$ cat config.mk
export PLATFORM = sky130hd
export DESIGN_NAME = staged_thermal_profile_controller_unit
export DESIGN_NICKNAME = d
export VERILOG_FILES = /design/src/stpc_pkg.sv /design/src/staged_thermal_profile_controller_unit.sv /design/src/stpc_step.sv
export SDC_FILE = /design/constraint.sdc
export NUM_CORES = 2
export LEC_CHECK = 0
export ABC_AREA = 0
export BUFFER_PORTS_ARGS = -buffer_cell sky130_fd_sc_hd__buf_2
export CORE_ASPECT_RATIO = 1.25
export CORE_UTILIZATION = 35
export DETAILED_ROUTE_END_ITERATION = 12
export GPL_TIMING_DRIVEN = 0
export PLACE_DENSITY = 0.52
export SKIP_CTS_REPAIR_TIMING = 1
export SYNTH_ARGS = -nofsm -noshare
export SYNTH_HDL_FRONTEND = slang
export SYNTH_SLANG_ARGS = --single-unit
$ cat constraint.sdc
create_clock -name i_clk -period 26.6 [get_ports i_clk]
set_input_delay 0 -clock i_clk [delete_from_list [all_inputs] [get_ports i_clk]]
set_output_delay 0 -clock i_clk [all_outputs]
set_load 0.005 [all_outputs]
$ cat src/stpc_pkg.sv
// Package with the shared types and constants of the staged thermal profile controller.
`timescale 1ns / 1ps
`default_nettype none

package stpc_pkg;

    // Number of stages in a program and the index width that covers them.
    localparam int STAGE_COUNT = 5;
    localparam int STAGE_W     = 3;
    localparam int CFG_IDX_W   = 3;

    localparam int WORD_W = 34;
    localparam int TIME_W = 32;
    localparam int TEMP_W = 8;
    localparam int DUTY_W = 7;
    localparam int SEC_W  = 8;

    // Bit positions inside one stage word.
    localparam int WB_TARGET_LO  = 0;
    localparam int WB_TIMEOUT_LO = 8;
    localparam int WB_RMIN_LO    = 16;
    localparam int WB_RMAX_LO    = 24;
    localparam int WB_FULLPOWER  = 32;
    localparam int WB_VALID      = 33;

    // Register indexes of the configuration port above the stage words.
    localparam logic [CFG_IDX_W-1:0] CFG_MEASURE_PERIOD = 3'd5;
    localparam logic [CFG_IDX_W-1:0] CFG_DUTY_STEP      = 3'd6;
    localparam logic [CFG_IDX_W-1:0] CFG_INITIAL_DUTY   = 3'd7;

    localparam logic [15:0]       RST_MEASURE_PERIOD = 16'd5000;
    localparam logic [DUTY_W-1:0] RST_DUTY_STEP      = 7'd10;
    localparam logic [DUTY_W-1:0] RST_INITIAL_DUTY   = 7'd50;
    localparam logic [DUTY_W-1:0] DUTY_MAX           = 7'd100;

    // x / 1000 == (x * RECIP_1000) >> RECIP_SHIFT for every 32-bit x.
    localparam logic [28:0] RECIP_1000  = 29'd274877907;
    localparam int          RECIP_SHIFT = 38;

    typedef enum logic [1:0] {
        ACT_CONTINUE = 2'd0,
        ACT_FINISHED = 2'd1,
        ACT_TIMEOUT  = 2'd2
    } t_action;

    typedef enum logic {
        OP_TICK  = 1'b0,
        OP_START = 1'b1
    } t_op;

    typedef struct packed {
        t_op               op;
        logic [TIME_W-1:0] now_ms;
        logic [TEMP_W-1:0] temperature;
    } t_item;

    typedef struct packed {
        logic [15:0]       measure_period_ms;
        logic [DUTY_W-1:0] duty_step;
        logic [DUTY_W-1:0] initial_duty;
    } t_cfg;

    typedef struct packed {
        logic               running;
        logic [STAGE_W-1:0] stage_number;
        logic [TIME_W-1:0]  stage_start_ms;
        logic [TIME_W-1:0]  last_measure_ms;
        logic [TEMP_W-1:0]  last_temperature;
        logic [DUTY_W-1:0]  duty;
    } t_state;

    typedef struct packed {
        t_action            action;
        logic [DUTY_W-1:0]  duty_percent;
        logic [STAGE_W-1:0] stage_index;
        logic [SEC_W-1:0]   elapsed_seconds;
    } t_result;

endpackage

`default_nettype wire

$ cat src/staged_thermal_profile_controller_unit.sv
// Top level of the staged thermal profile controller: ports, registers and checks.
//
// Usage: the input channel (i_in_valid / o_in_stall) carries one transaction per item:
// an operation (tick with measurement, or start program), the millisecond time and
// the plate temperature. Each input transaction yields exactly one result transaction
// on the output channel (o_out_valid / i_out_stall) with the action, the duty, the
// stage index and the seconds spent in the stage.
// The item is captured in an input register, decided combinationally and placed in the
// result register. One item is taken every cycle while the receiver does not stall.
// If the receiver stalls, the result register holds; the input register then still
// holds its item and o_in_stall rises until the result is taken, so nothing is lost.
// Configuration writes (i_cfg_valid / o_cfg_ready) are always accepted and must only
// be made while the block is idle. Synchronous reset clears both channels, stops any
// program (duty 0, stage 0) and loads the default period, step and initial duty.
`timescale 1ns / 1ps
`default_nettype none

module staged_thermal_profile_controller_unit (
    input  wire                                i_clk,
    input  wire                                i_rst_n,

    input  wire                                i_in_valid,
    output logic                               o_in_stall,
    input  wire                                i_operation,
    input  wire [31:0]                         i_now_ms,
    input  wire [7:0]                          i_temperature,

    output logic                               o_out_valid,
    input  wire                                i_out_stall,
    output logic [1:0]                         o_action,
    output logic [6:0]                         o_duty_percent,
    output logic [2:0]                         o_stage_index,
    output logic [7:0]                         o_elapsed_seconds,

    input  wire                                i_cfg_valid,
    output logic                               o_cfg_ready,
    input  wire [stpc_pkg::CFG_IDX_W-1:0]      i_cfg_index,
    input  wire [stpc_pkg::WORD_W-1:0]         i_cfg_data
);

    logic [stpc_pkg::WORD_W-1:0] r_stage_word [stpc_pkg::STAGE_COUNT];
    stpc_pkg::t_cfg    r_cfg;
    stpc_pkg::t_state  r_state;
    stpc_pkg::t_state  n_state;
    stpc_pkg::t_item   r_item;
    logic              r_item_valid;
    stpc_pkg::t_result r_out;
    stpc_pkg::t_result n_out;
    logic              r_out_valid;

    logic out_free;
    logic advance;
    logic in_take;

    assign out_free   = !r_out_valid || !i_out_stall;
    assign advance    = r_item_valid && out_free;
    assign o_in_stall = r_item_valid && !out_free;
    assign in_take    = i_in_valid && !o_in_stall;
    assign o_cfg_ready = 1'b1;

    always_ff @(posedge i_clk) begin
        if (!i_rst_n) begin
            for (int i = 0; i < stpc_pkg::STAGE_COUNT; i++) begin
                r_stage_word[i] <= '0;
            end
            r_cfg.measure_period_ms <= stpc_pkg::RST_MEASURE_PERIOD;
            r_cfg.duty_step         <= stpc_pkg::RST_DUTY_STEP;
            r_cfg.initial_duty      <= stpc_pkg::RST_INITIAL_DUTY;
        end else if (i_cfg_valid && o_cfg_ready) begin
            if (32'(i_cfg_index) < stpc_pkg::STAGE_COUNT) begin
                r_stage_word[i_cfg_index] <= i_cfg_data;
            end else begin
                case (i_cfg_index)
                    stpc_pkg::CFG_MEASURE_PERIOD: begin
                        r_cfg.measure_period_ms <= i_cfg_data[15:0];
                    end
                    stpc_pkg::CFG_DUTY_STEP: begin
                        r_cfg.duty_step <= i_cfg_data[stpc_pkg::DUTY_W-1:0];
                    end
                    stpc_pkg::CFG_INITIAL_DUTY: begin
                        r_cfg.initial_duty <= i_cfg_data[stpc_pkg::DUTY_W-1:0];
                    end
                    default: begin
                    end
                endcase
            end
        end
    end

    always_ff @(posedge i_clk) begin
        if (in_take) begin
            r_item.op          <= stpc_pkg::t_op'(i_operation);
            r_item.now_ms      <= i_now_ms;
            r_item.temperature <= i_temperature;
        end
        if (advance) begin
            r_out <= n_out;
        end
    end

    always_ff @(posedge i_clk) begin
        if (!i_rst_n) begin
            r_item_valid <= 1'b0;
            r_out_valid  <= 1'b0;
            r_state      <= '0;
        end else begin
            if (in_take) begin
                r_item_valid <= 1'b1;
            end else if (advance) begin
                r_item_valid <= 1'b0;
            end
            if (advance) begin
                r_out_valid <= 1'b1;
                r_state     <= n_state;
            end else if (out_free) begin
                r_out_valid <= 1'b0;
            end
        end
    end

    stpc_step u_step (
        .i_item       (r_item),
        .i_cfg        (r_cfg),
        .i_state      (r_state),
        .i_stage_word (r_stage_word),
        .o_state      (n_state),
        .o_result     (n_out)
    );

    assign o_out_valid       = r_out_valid;
    assign o_action          = r_out.action;
    assign o_duty_percent    = r_out.duty_percent;
    assign o_stage_index     = r_out.stage_index;
    assign o_elapsed_seconds = r_out.elapsed_seconds;

    a_duty_range: assert property (@(posedge i_clk) disable iff (!i_rst_n)
        o_out_valid |-> (o_duty_percent <= stpc_pkg::DUTY_MAX))
        else $error("duty above 100 percent on the output");

    a_stage_range: assert property (@(posedge i_clk) disable iff (!i_rst_n)
        o_out_valid |-> (32'(o_stage_index) < stpc_pkg::STAGE_COUNT))
        else $error("stage index beyond the stage table");

    a_idle_duty: assert property (@(posedge i_clk) disable iff (!i_rst_n)
        !r_state.running |-> (r_state.duty == '0))
        else $error("heater duty left on with no program running");

    a_finished_off: assert property (@(posedge i_clk) disable iff (!i_rst_n)
        (o_out_valid && o_action == stpc_pkg::ACT_FINISHED) |-> (o_duty_percent == '0))
        else $error("finished result with the heater still on");

endmodule

`default_nettype wire

$ cat src/stpc_step.sv
// Decision logic for one transaction: next controller state and the result it produces.
`timescale 1ns / 1ps
`default_nettype none

module stpc_step (
    input  wire stpc_pkg::t_item                  i_item,
    input  wire stpc_pkg::t_cfg                   i_cfg,
    input  wire stpc_pkg::t_state                 i_state,
    input  wire [stpc_pkg::WORD_W-1:0]            i_stage_word [stpc_pkg::STAGE_COUNT],
    output stpc_pkg::t_state                      o_state,
    output stpc_pkg::t_result                     o_result
);

    localparam int PROD_W = stpc_pkg::TIME_W + 29;
    localparam int NUM_SLOTS = 1 << stpc_pkg::STAGE_W;

    logic [stpc_pkg::WORD_W-1:0] word_pad [NUM_SLOTS];
    logic [NUM_SLOTS-1:0]        valid_vec;
    logic [NUM_SLOTS-1:0]        full_vec;
    logic [stpc_pkg::WORD_W-1:0] cur_word;

    logic [stpc_pkg::TIME_W-1:0] stage_diff;
    logic [stpc_pkg::TIME_W-1:0] measure_diff;
    logic [PROD_W-1:0]           prod;
    logic [stpc_pkg::SEC_W-1:0]  elapsed;
    logic                        period_due;

    logic [7:0]        target;
    logic [7:0]        timeout;
    logic signed [9:0] rmin_s;
    logic signed [9:0] rmax_s;
    logic signed [9:0] neg_rmin;
    logic signed [9:0] neg_rmax;
    logic signed [9:0] rate_s;
    logic [7:0]        temp;
    logic              rising;
    logic [7:0]        rate;
    logic              end_cond;

    logic [stpc_pkg::STAGE_W-1:0] next_stage;
    logic                         next_ok;
    logic [stpc_pkg::DUTY_W-1:0]  init_clamped;
    logic [7:0]                   duty_sum;
    logic [stpc_pkg::DUTY_W-1:0]  duty_up;
    logic [stpc_pkg::DUTY_W-1:0]  duty_down;
    logic                         stage_restart;

    always_comb begin
        for (int i = 0; i < NUM_SLOTS; i++) begin
            if (i < stpc_pkg::STAGE_COUNT) begin
                word_pad[i] = i_stage_word[i];
            end else begin
                word_pad[i] = '0;
            end
            valid_vec[i] = word_pad[i][stpc_pkg::WB_VALID];
            full_vec[i]  = word_pad[i][stpc_pkg::WB_FULLPOWER];
        end
    end

    assign cur_word = word_pad[i_state.stage_number];

    // Seconds in stage through a reciprocal multiply; only the low 8 bits are kept.
    assign stage_diff   = i_item.now_ms - i_state.stage_start_ms;
    assign measure_diff = i_item.now_ms - i_state.last_measure_ms;
    assign prod         = PROD_W'(stage_diff) * PROD_W'(stpc_pkg::RECIP_1000);
    assign elapsed      = prod[stpc_pkg::RECIP_SHIFT +: stpc_pkg::SEC_W];
    assign period_due   = measure_diff >= {16'd0, i_cfg.measure_period_ms};

    assign target   = cur_word[stpc_pkg::WB_TARGET_LO +: 8];
    assign timeout  = cur_word[stpc_pkg::WB_TIMEOUT_LO +: 8];
    assign rmin_s   = {{2{cur_word[stpc_pkg::WB_RMIN_LO + 7]}}, cur_word[stpc_pkg::WB_RMIN_LO +: 8]};
    assign rmax_s   = {{2{cur_word[stpc_pkg::WB_RMAX_LO + 7]}}, cur_word[stpc_pkg::WB_RMAX_LO +: 8]};
    assign neg_rmin = -rmin_s;
    assign neg_rmax = -rmax_s;

    assign temp   = i_item.temperature;
    assign rising = temp > i_state.last_temperature;
    assign rate   = rising ? (temp - i_state.last_temperature)
                           : (i_state.last_temperature - temp);
    assign rate_s = {2'b00, rate};

    assign end_cond = (rmax_s > 10'sd0 && temp >= target)
                   || (rmax_s < 10'sd0 && temp <= target)
                   || (rmax_s == 10'sd0 && timeout != 8'd0 && elapsed >= timeout);

    assign next_stage = i_state.stage_number + 1'b1;
    assign next_ok    = (32'(next_stage) < stpc_pkg::STAGE_COUNT) && valid_vec[next_stage];

    assign init_clamped = (i_cfg.initial_duty > stpc_pkg::DUTY_MAX) ? stpc_pkg::DUTY_MAX
                                                                     : i_cfg.initial_duty;
    assign duty_sum  = {1'b0, i_state.duty} + {1'b0, i_cfg.duty_step};
    assign duty_up   = (duty_sum > {1'b0, stpc_pkg::DUTY_MAX}) ? stpc_pkg::DUTY_MAX
                                                                : duty_sum[stpc_pkg::DUTY_W-1:0];
    assign duty_down = (i_cfg.duty_step > i_state.duty) ? '0 : (i_state.duty - i_cfg.duty_step);

    always_comb begin
        o_state         = i_state;
        o_result.action = stpc_pkg::ACT_CONTINUE;
        stage_restart   = 1'b0;

        if (i_item.op == stpc_pkg::OP_START) begin
            o_state.running          = 1'b1;
            o_state.stage_number     = '0;
            o_state.last_measure_ms  = i_item.now_ms;
            o_state.stage_start_ms   = i_item.now_ms;
            o_state.last_temperature = temp;
            o_state.duty             = init_clamped;
            stage_restart            = 1'b1;
        end else if (!i_state.running) begin
            o_result.action = stpc_pkg::ACT_FINISHED;
        end else if (period_due) begin
            o_state.last_measure_ms  = i_item.now_ms;
            o_state.last_temperature = temp;
            if (end_cond) begin
                if (!next_ok) begin
                    o_state.duty    = '0;
                    o_state.running = 1'b0;
                    o_result.action = stpc_pkg::ACT_FINISHED;
                end else begin
                    o_state.stage_number   = next_stage;
                    o_state.stage_start_ms = i_item.now_ms;
                    o_state.duty           = full_vec[next_stage] ? stpc_pkg::DUTY_MAX
                                                                  : init_clamped;
                    stage_restart          = 1'b1;
                end
            end else if (rmax_s == 10'sd0) begin
                // Hold stage: steer the duty towards the target temperature.
                if (target > temp) begin
                    o_state.duty = duty_up;
                end else if (target < temp) begin
                    o_state.duty = duty_down;
                end
            end else if (elapsed > timeout) begin
                o_result.action = stpc_pkg::ACT_TIMEOUT;
            end else if (rising) begin
                if (rmax_s < 10'sd0) begin
                    o_state.duty = '0;
                end else if (rate_s < rmin_s) begin
                    o_state.duty = duty_up;
                end else if (rate_s > rmax_s) begin
                    o_state.duty = duty_down;
                end
            end else begin
                if (rmax_s > 10'sd0) begin
                    o_state.duty = stpc_pkg::DUTY_MAX;
                end else if (rate_s < neg_rmin) begin
                    o_state.duty = duty_down;
                end else if (rate_s > neg_rmax) begin
                    o_state.duty = duty_up;
                end
            end
        end

        o_result.duty_percent    = o_state.duty;
        o_result.stage_index     = o_state.stage_number;
        // A fresh stage start makes the elapsed time zero.
        o_result.elapsed_seconds = stage_restart ? '0 : elapsed;
    end

endmodule

`default_nettype wire

==> results.ini <==
[sta]
period_minus_slack_ns = 14.19
rsz0062_at_grt = false
fin_tns_setup_ns = 0
maxSlewHeadroom_pct = 4.53
skew_ns = 0.0433
fin_hold_ws_ns = -0.00489
fmax_mhz = 70.5
period_share_pct = 53.3
tightestPinTransition_ns = 1.43
timing_hold_violations_final = 1
finalMaxSlewViolations = 0
setup_violations = 0

[clocking]
cts_root_buf = clkbuf_16
htree_levels = 2
cts_buffers = 40
cts.sinks = 346
cts_buffer_depth = 3
cts_tree = built
worstSkewPairLatency_ns = 0.62
clkTransAtPathRegs_ns = 0.06

[placement]
dpl.hpwl_um = 83300
io_buffers = 92
place_congestion = 0.905

[synth]
ys_async_sr_fraction_pct = 0
synth_top_area_share_pct = 17.6
syn_avg_cell_area_um2 = 8.94
synthTopCellsByArea = ha_1, fa_1, dfxtp_1
yosysTopAreaCell = ha_1
synth_top_cells_by_count = nand2_1, inv_1, ha_1, a21oi_1, fa_1
synth-seq-cells = 346
yosysWarnings = 0
synth_ff_type = dfxtp_1
seq_area_frac_synth_pct = 22.9
yosysMostFrequentCell = nand2_1
synth.distinct_cells = 96
syn_area_um2 = 32900
netlist_instances = 3683
synthesis.nets = 4516
synth_edf_count = 61

[critical_path]
crit_family = adder cells
r2r_slack_ns = 12.41
worstPathArrival_ns = 14.53
worst-setup-path-type = flip-flop to flip-flop
crit_path_end_kind = flip-flop
r2r_end = o_elapsed_seconds[2]$_SDFFCE_PP0P_
timing.rr.start = r_item[8]$_DFFE_PP_
cp_slowest_cell = xor2_1
crit_fanout = 9
worst_path_most_repeated_cell = fa_1
critPathBufInv = 6
critPathMaxStageDelay_ns = 1.00
reg2reg_depth = 45
crit_required_ns = 26.94
start_kind = flip-flop

[run]
drv_cap = 0

[routing]
firstDrtPassIters = 5
postRouteAntennaNets = 0
drtIter0Drc = 1752
via_count = 26900
drc = 0
wirelength_um = 104000
wl_per_cell_um = 20.2
viasPerCell = 5.23

[worst_hold_path]
holdPathEnd = r_cfg[29]$_SDFFE_PN0P_
hp-class = input pin to flip-flop
hold_depth = 5
min_from = i_cfg_index[0]

[floorplan]
row_count = 125
start_util_pct = 35.4
die_h_um = 345
die-area_um2 = 95300
die_x_um = 276
io_pins = 106
fp.coreArea_um2 = 93100

[global_route]
grt_pass1_vias = 26700
overflow = 0
antenna_found_initial = 2
track_usage_pct = 21.9
grt_max_degree = 31
grt_pass1_wl_um = 160000

[final_layout]
layout-drive-gt1-share_pct = 7.39
nNetsFinal = 4738
syn_to_final_growth_pct = 13.2
seqCellArea_um2 = 7540
n_fill_cell = 9393
multi_input_area_um2 = 22900

[run_status]
violations = hold timing
status = finished, violations left

-- cell type report --
class | count | share of cell area [%]
Multi-Input combinational cell | 2670 | 61.4
Inverter | 521 | 5.25
Buffer | 146 | 1.78
Timing Repair Buffer | 180 | 3.71
Clock inverter | 13 | 0.332
Clock buffer | 60 | 3.24
Antenna cell | 2 | 0.0134
Tap cell | 1206 | 4.05
Sequential cell | 346 | 20.2
-- flip-flops by register name (all words and copies together) (netlist names) --
name / cells
r_stage_word: 170
r_state: 83
r_item: 41
r_cfg: 30
o_elapsed_seconds: 8
o_duty_percent: 7
o_stage_index: 3
o_action: 2
o_out_valid: 1
r_item_valid: 1
-- placed cells by master, fill, tap and decap left out, types with 19 or more instances in the layout --
cell,count
inv_1,520
clkbuf_1,105
dlygate4sd3_1,78
nor3_1,39
nor2b_1,30
o21a_1,21
fa_1,287
buf_2,115
nor2_1,109
ha_1,463
a21oi_1,310
o21ai_0,130
dfxtp_1,285
xnor2_1,51
o31ai_1,41
mux2i_1,42
xor2_1,24
nand3_1,113
a211oi_1,24
o211ai_1,39
edfxtp_1,61
clkbuf_16,40
a21o_1,45
mux4_2,19
nand2_1,526
nand4_1,30
nand2b_1,19
a31oi_1,19
-- logic make-up after synthesis --
kind of cell,Yosys count,share of synthesized area [%]
compound gates,799,15.6
xor+xnor,92,2.49
fa+ha+maj,750,35.1
buf+inv,667,7.96
flops,346,22.9
mux,65,2.71
other cells,1,0.0114
simple gates,963,13.2
-- worst max path at each step --
stage | slack, ns | startpoint | end | cells past startpoint
2_1_floorplan | 15.57 | r_item[8]$_DFFE_PP_ | o_duty_percent[5]$_DFFE_PP_ | 44
3_3_place_gp | 12.25 | r_item[8]$_DFFE_PP_ | o_elapsed_seconds[0]$_SDFFCE_PP0P_ | 40
3_5_place_dp | 12.26 | r_item[8]$_DFFE_PP_ | o_elapsed_seconds[2]$_SDFFCE_PP0P_ | 45
4_1_cts | 12.25 | r_item[8]$_DFFE_PP_ | o_elapsed_seconds[2]$_SDFFCE_PP0P_ | 45
5_1_grt | 11.70 | r_item[8]$_DFFE_PP_ | o_elapsed_seconds[2]$_SDFFCE_PP0P_ | 45
6_report | 12.41 | r_item[8]$_DFFE_PP_ | o_elapsed_seconds[2]$_SDFFCE_PP0P_ | 45
-- per-stage QoR --
step	worst slack, ns	area, um^2	instances	util [%]
detailed placement	12.26	35100	4990	37.8
CTS	12.25	36500	5063	39.2
global route	11.70	37300	5143	40.0
finish	12.41	37300	5144	40.0
floorplan	15.57	32900	3683	-
global placement	12.25	34900	4981	37.5
-- per-layer routing --
metal | routed length, um | vias to the layer above | global-route usage, %
li1 | - | 13000 | -
met1 | 44800 | 13100 | 27.4
met2 | 50700 | 627 | 38.3
met3 | 3900 | 165 | 2.26
met4 | 4500 | 2 | 9.29
met5 | 13 | - | 0
-- worst reg2reg max path, delay by kind of cell, from the launching register on --
| family | cells | cell delay, ns |
|---|---|---|
| AOI/OAI and AO/OA | 15 | 4.13 |
| xor gates and xnor gates | 3 | 1.49 |
| adders and majority gates | 12 | 4.88 |
| buffers and inverters | 6 | 0.69 |
| DFF | 1 | 0.48 |
| and+or+nand+nor | 9 | 2.27 |
Power is left out: the tool's default activity adds up to more than one toggle a clock period on the data nets, which glitch-free logic cannot reach.
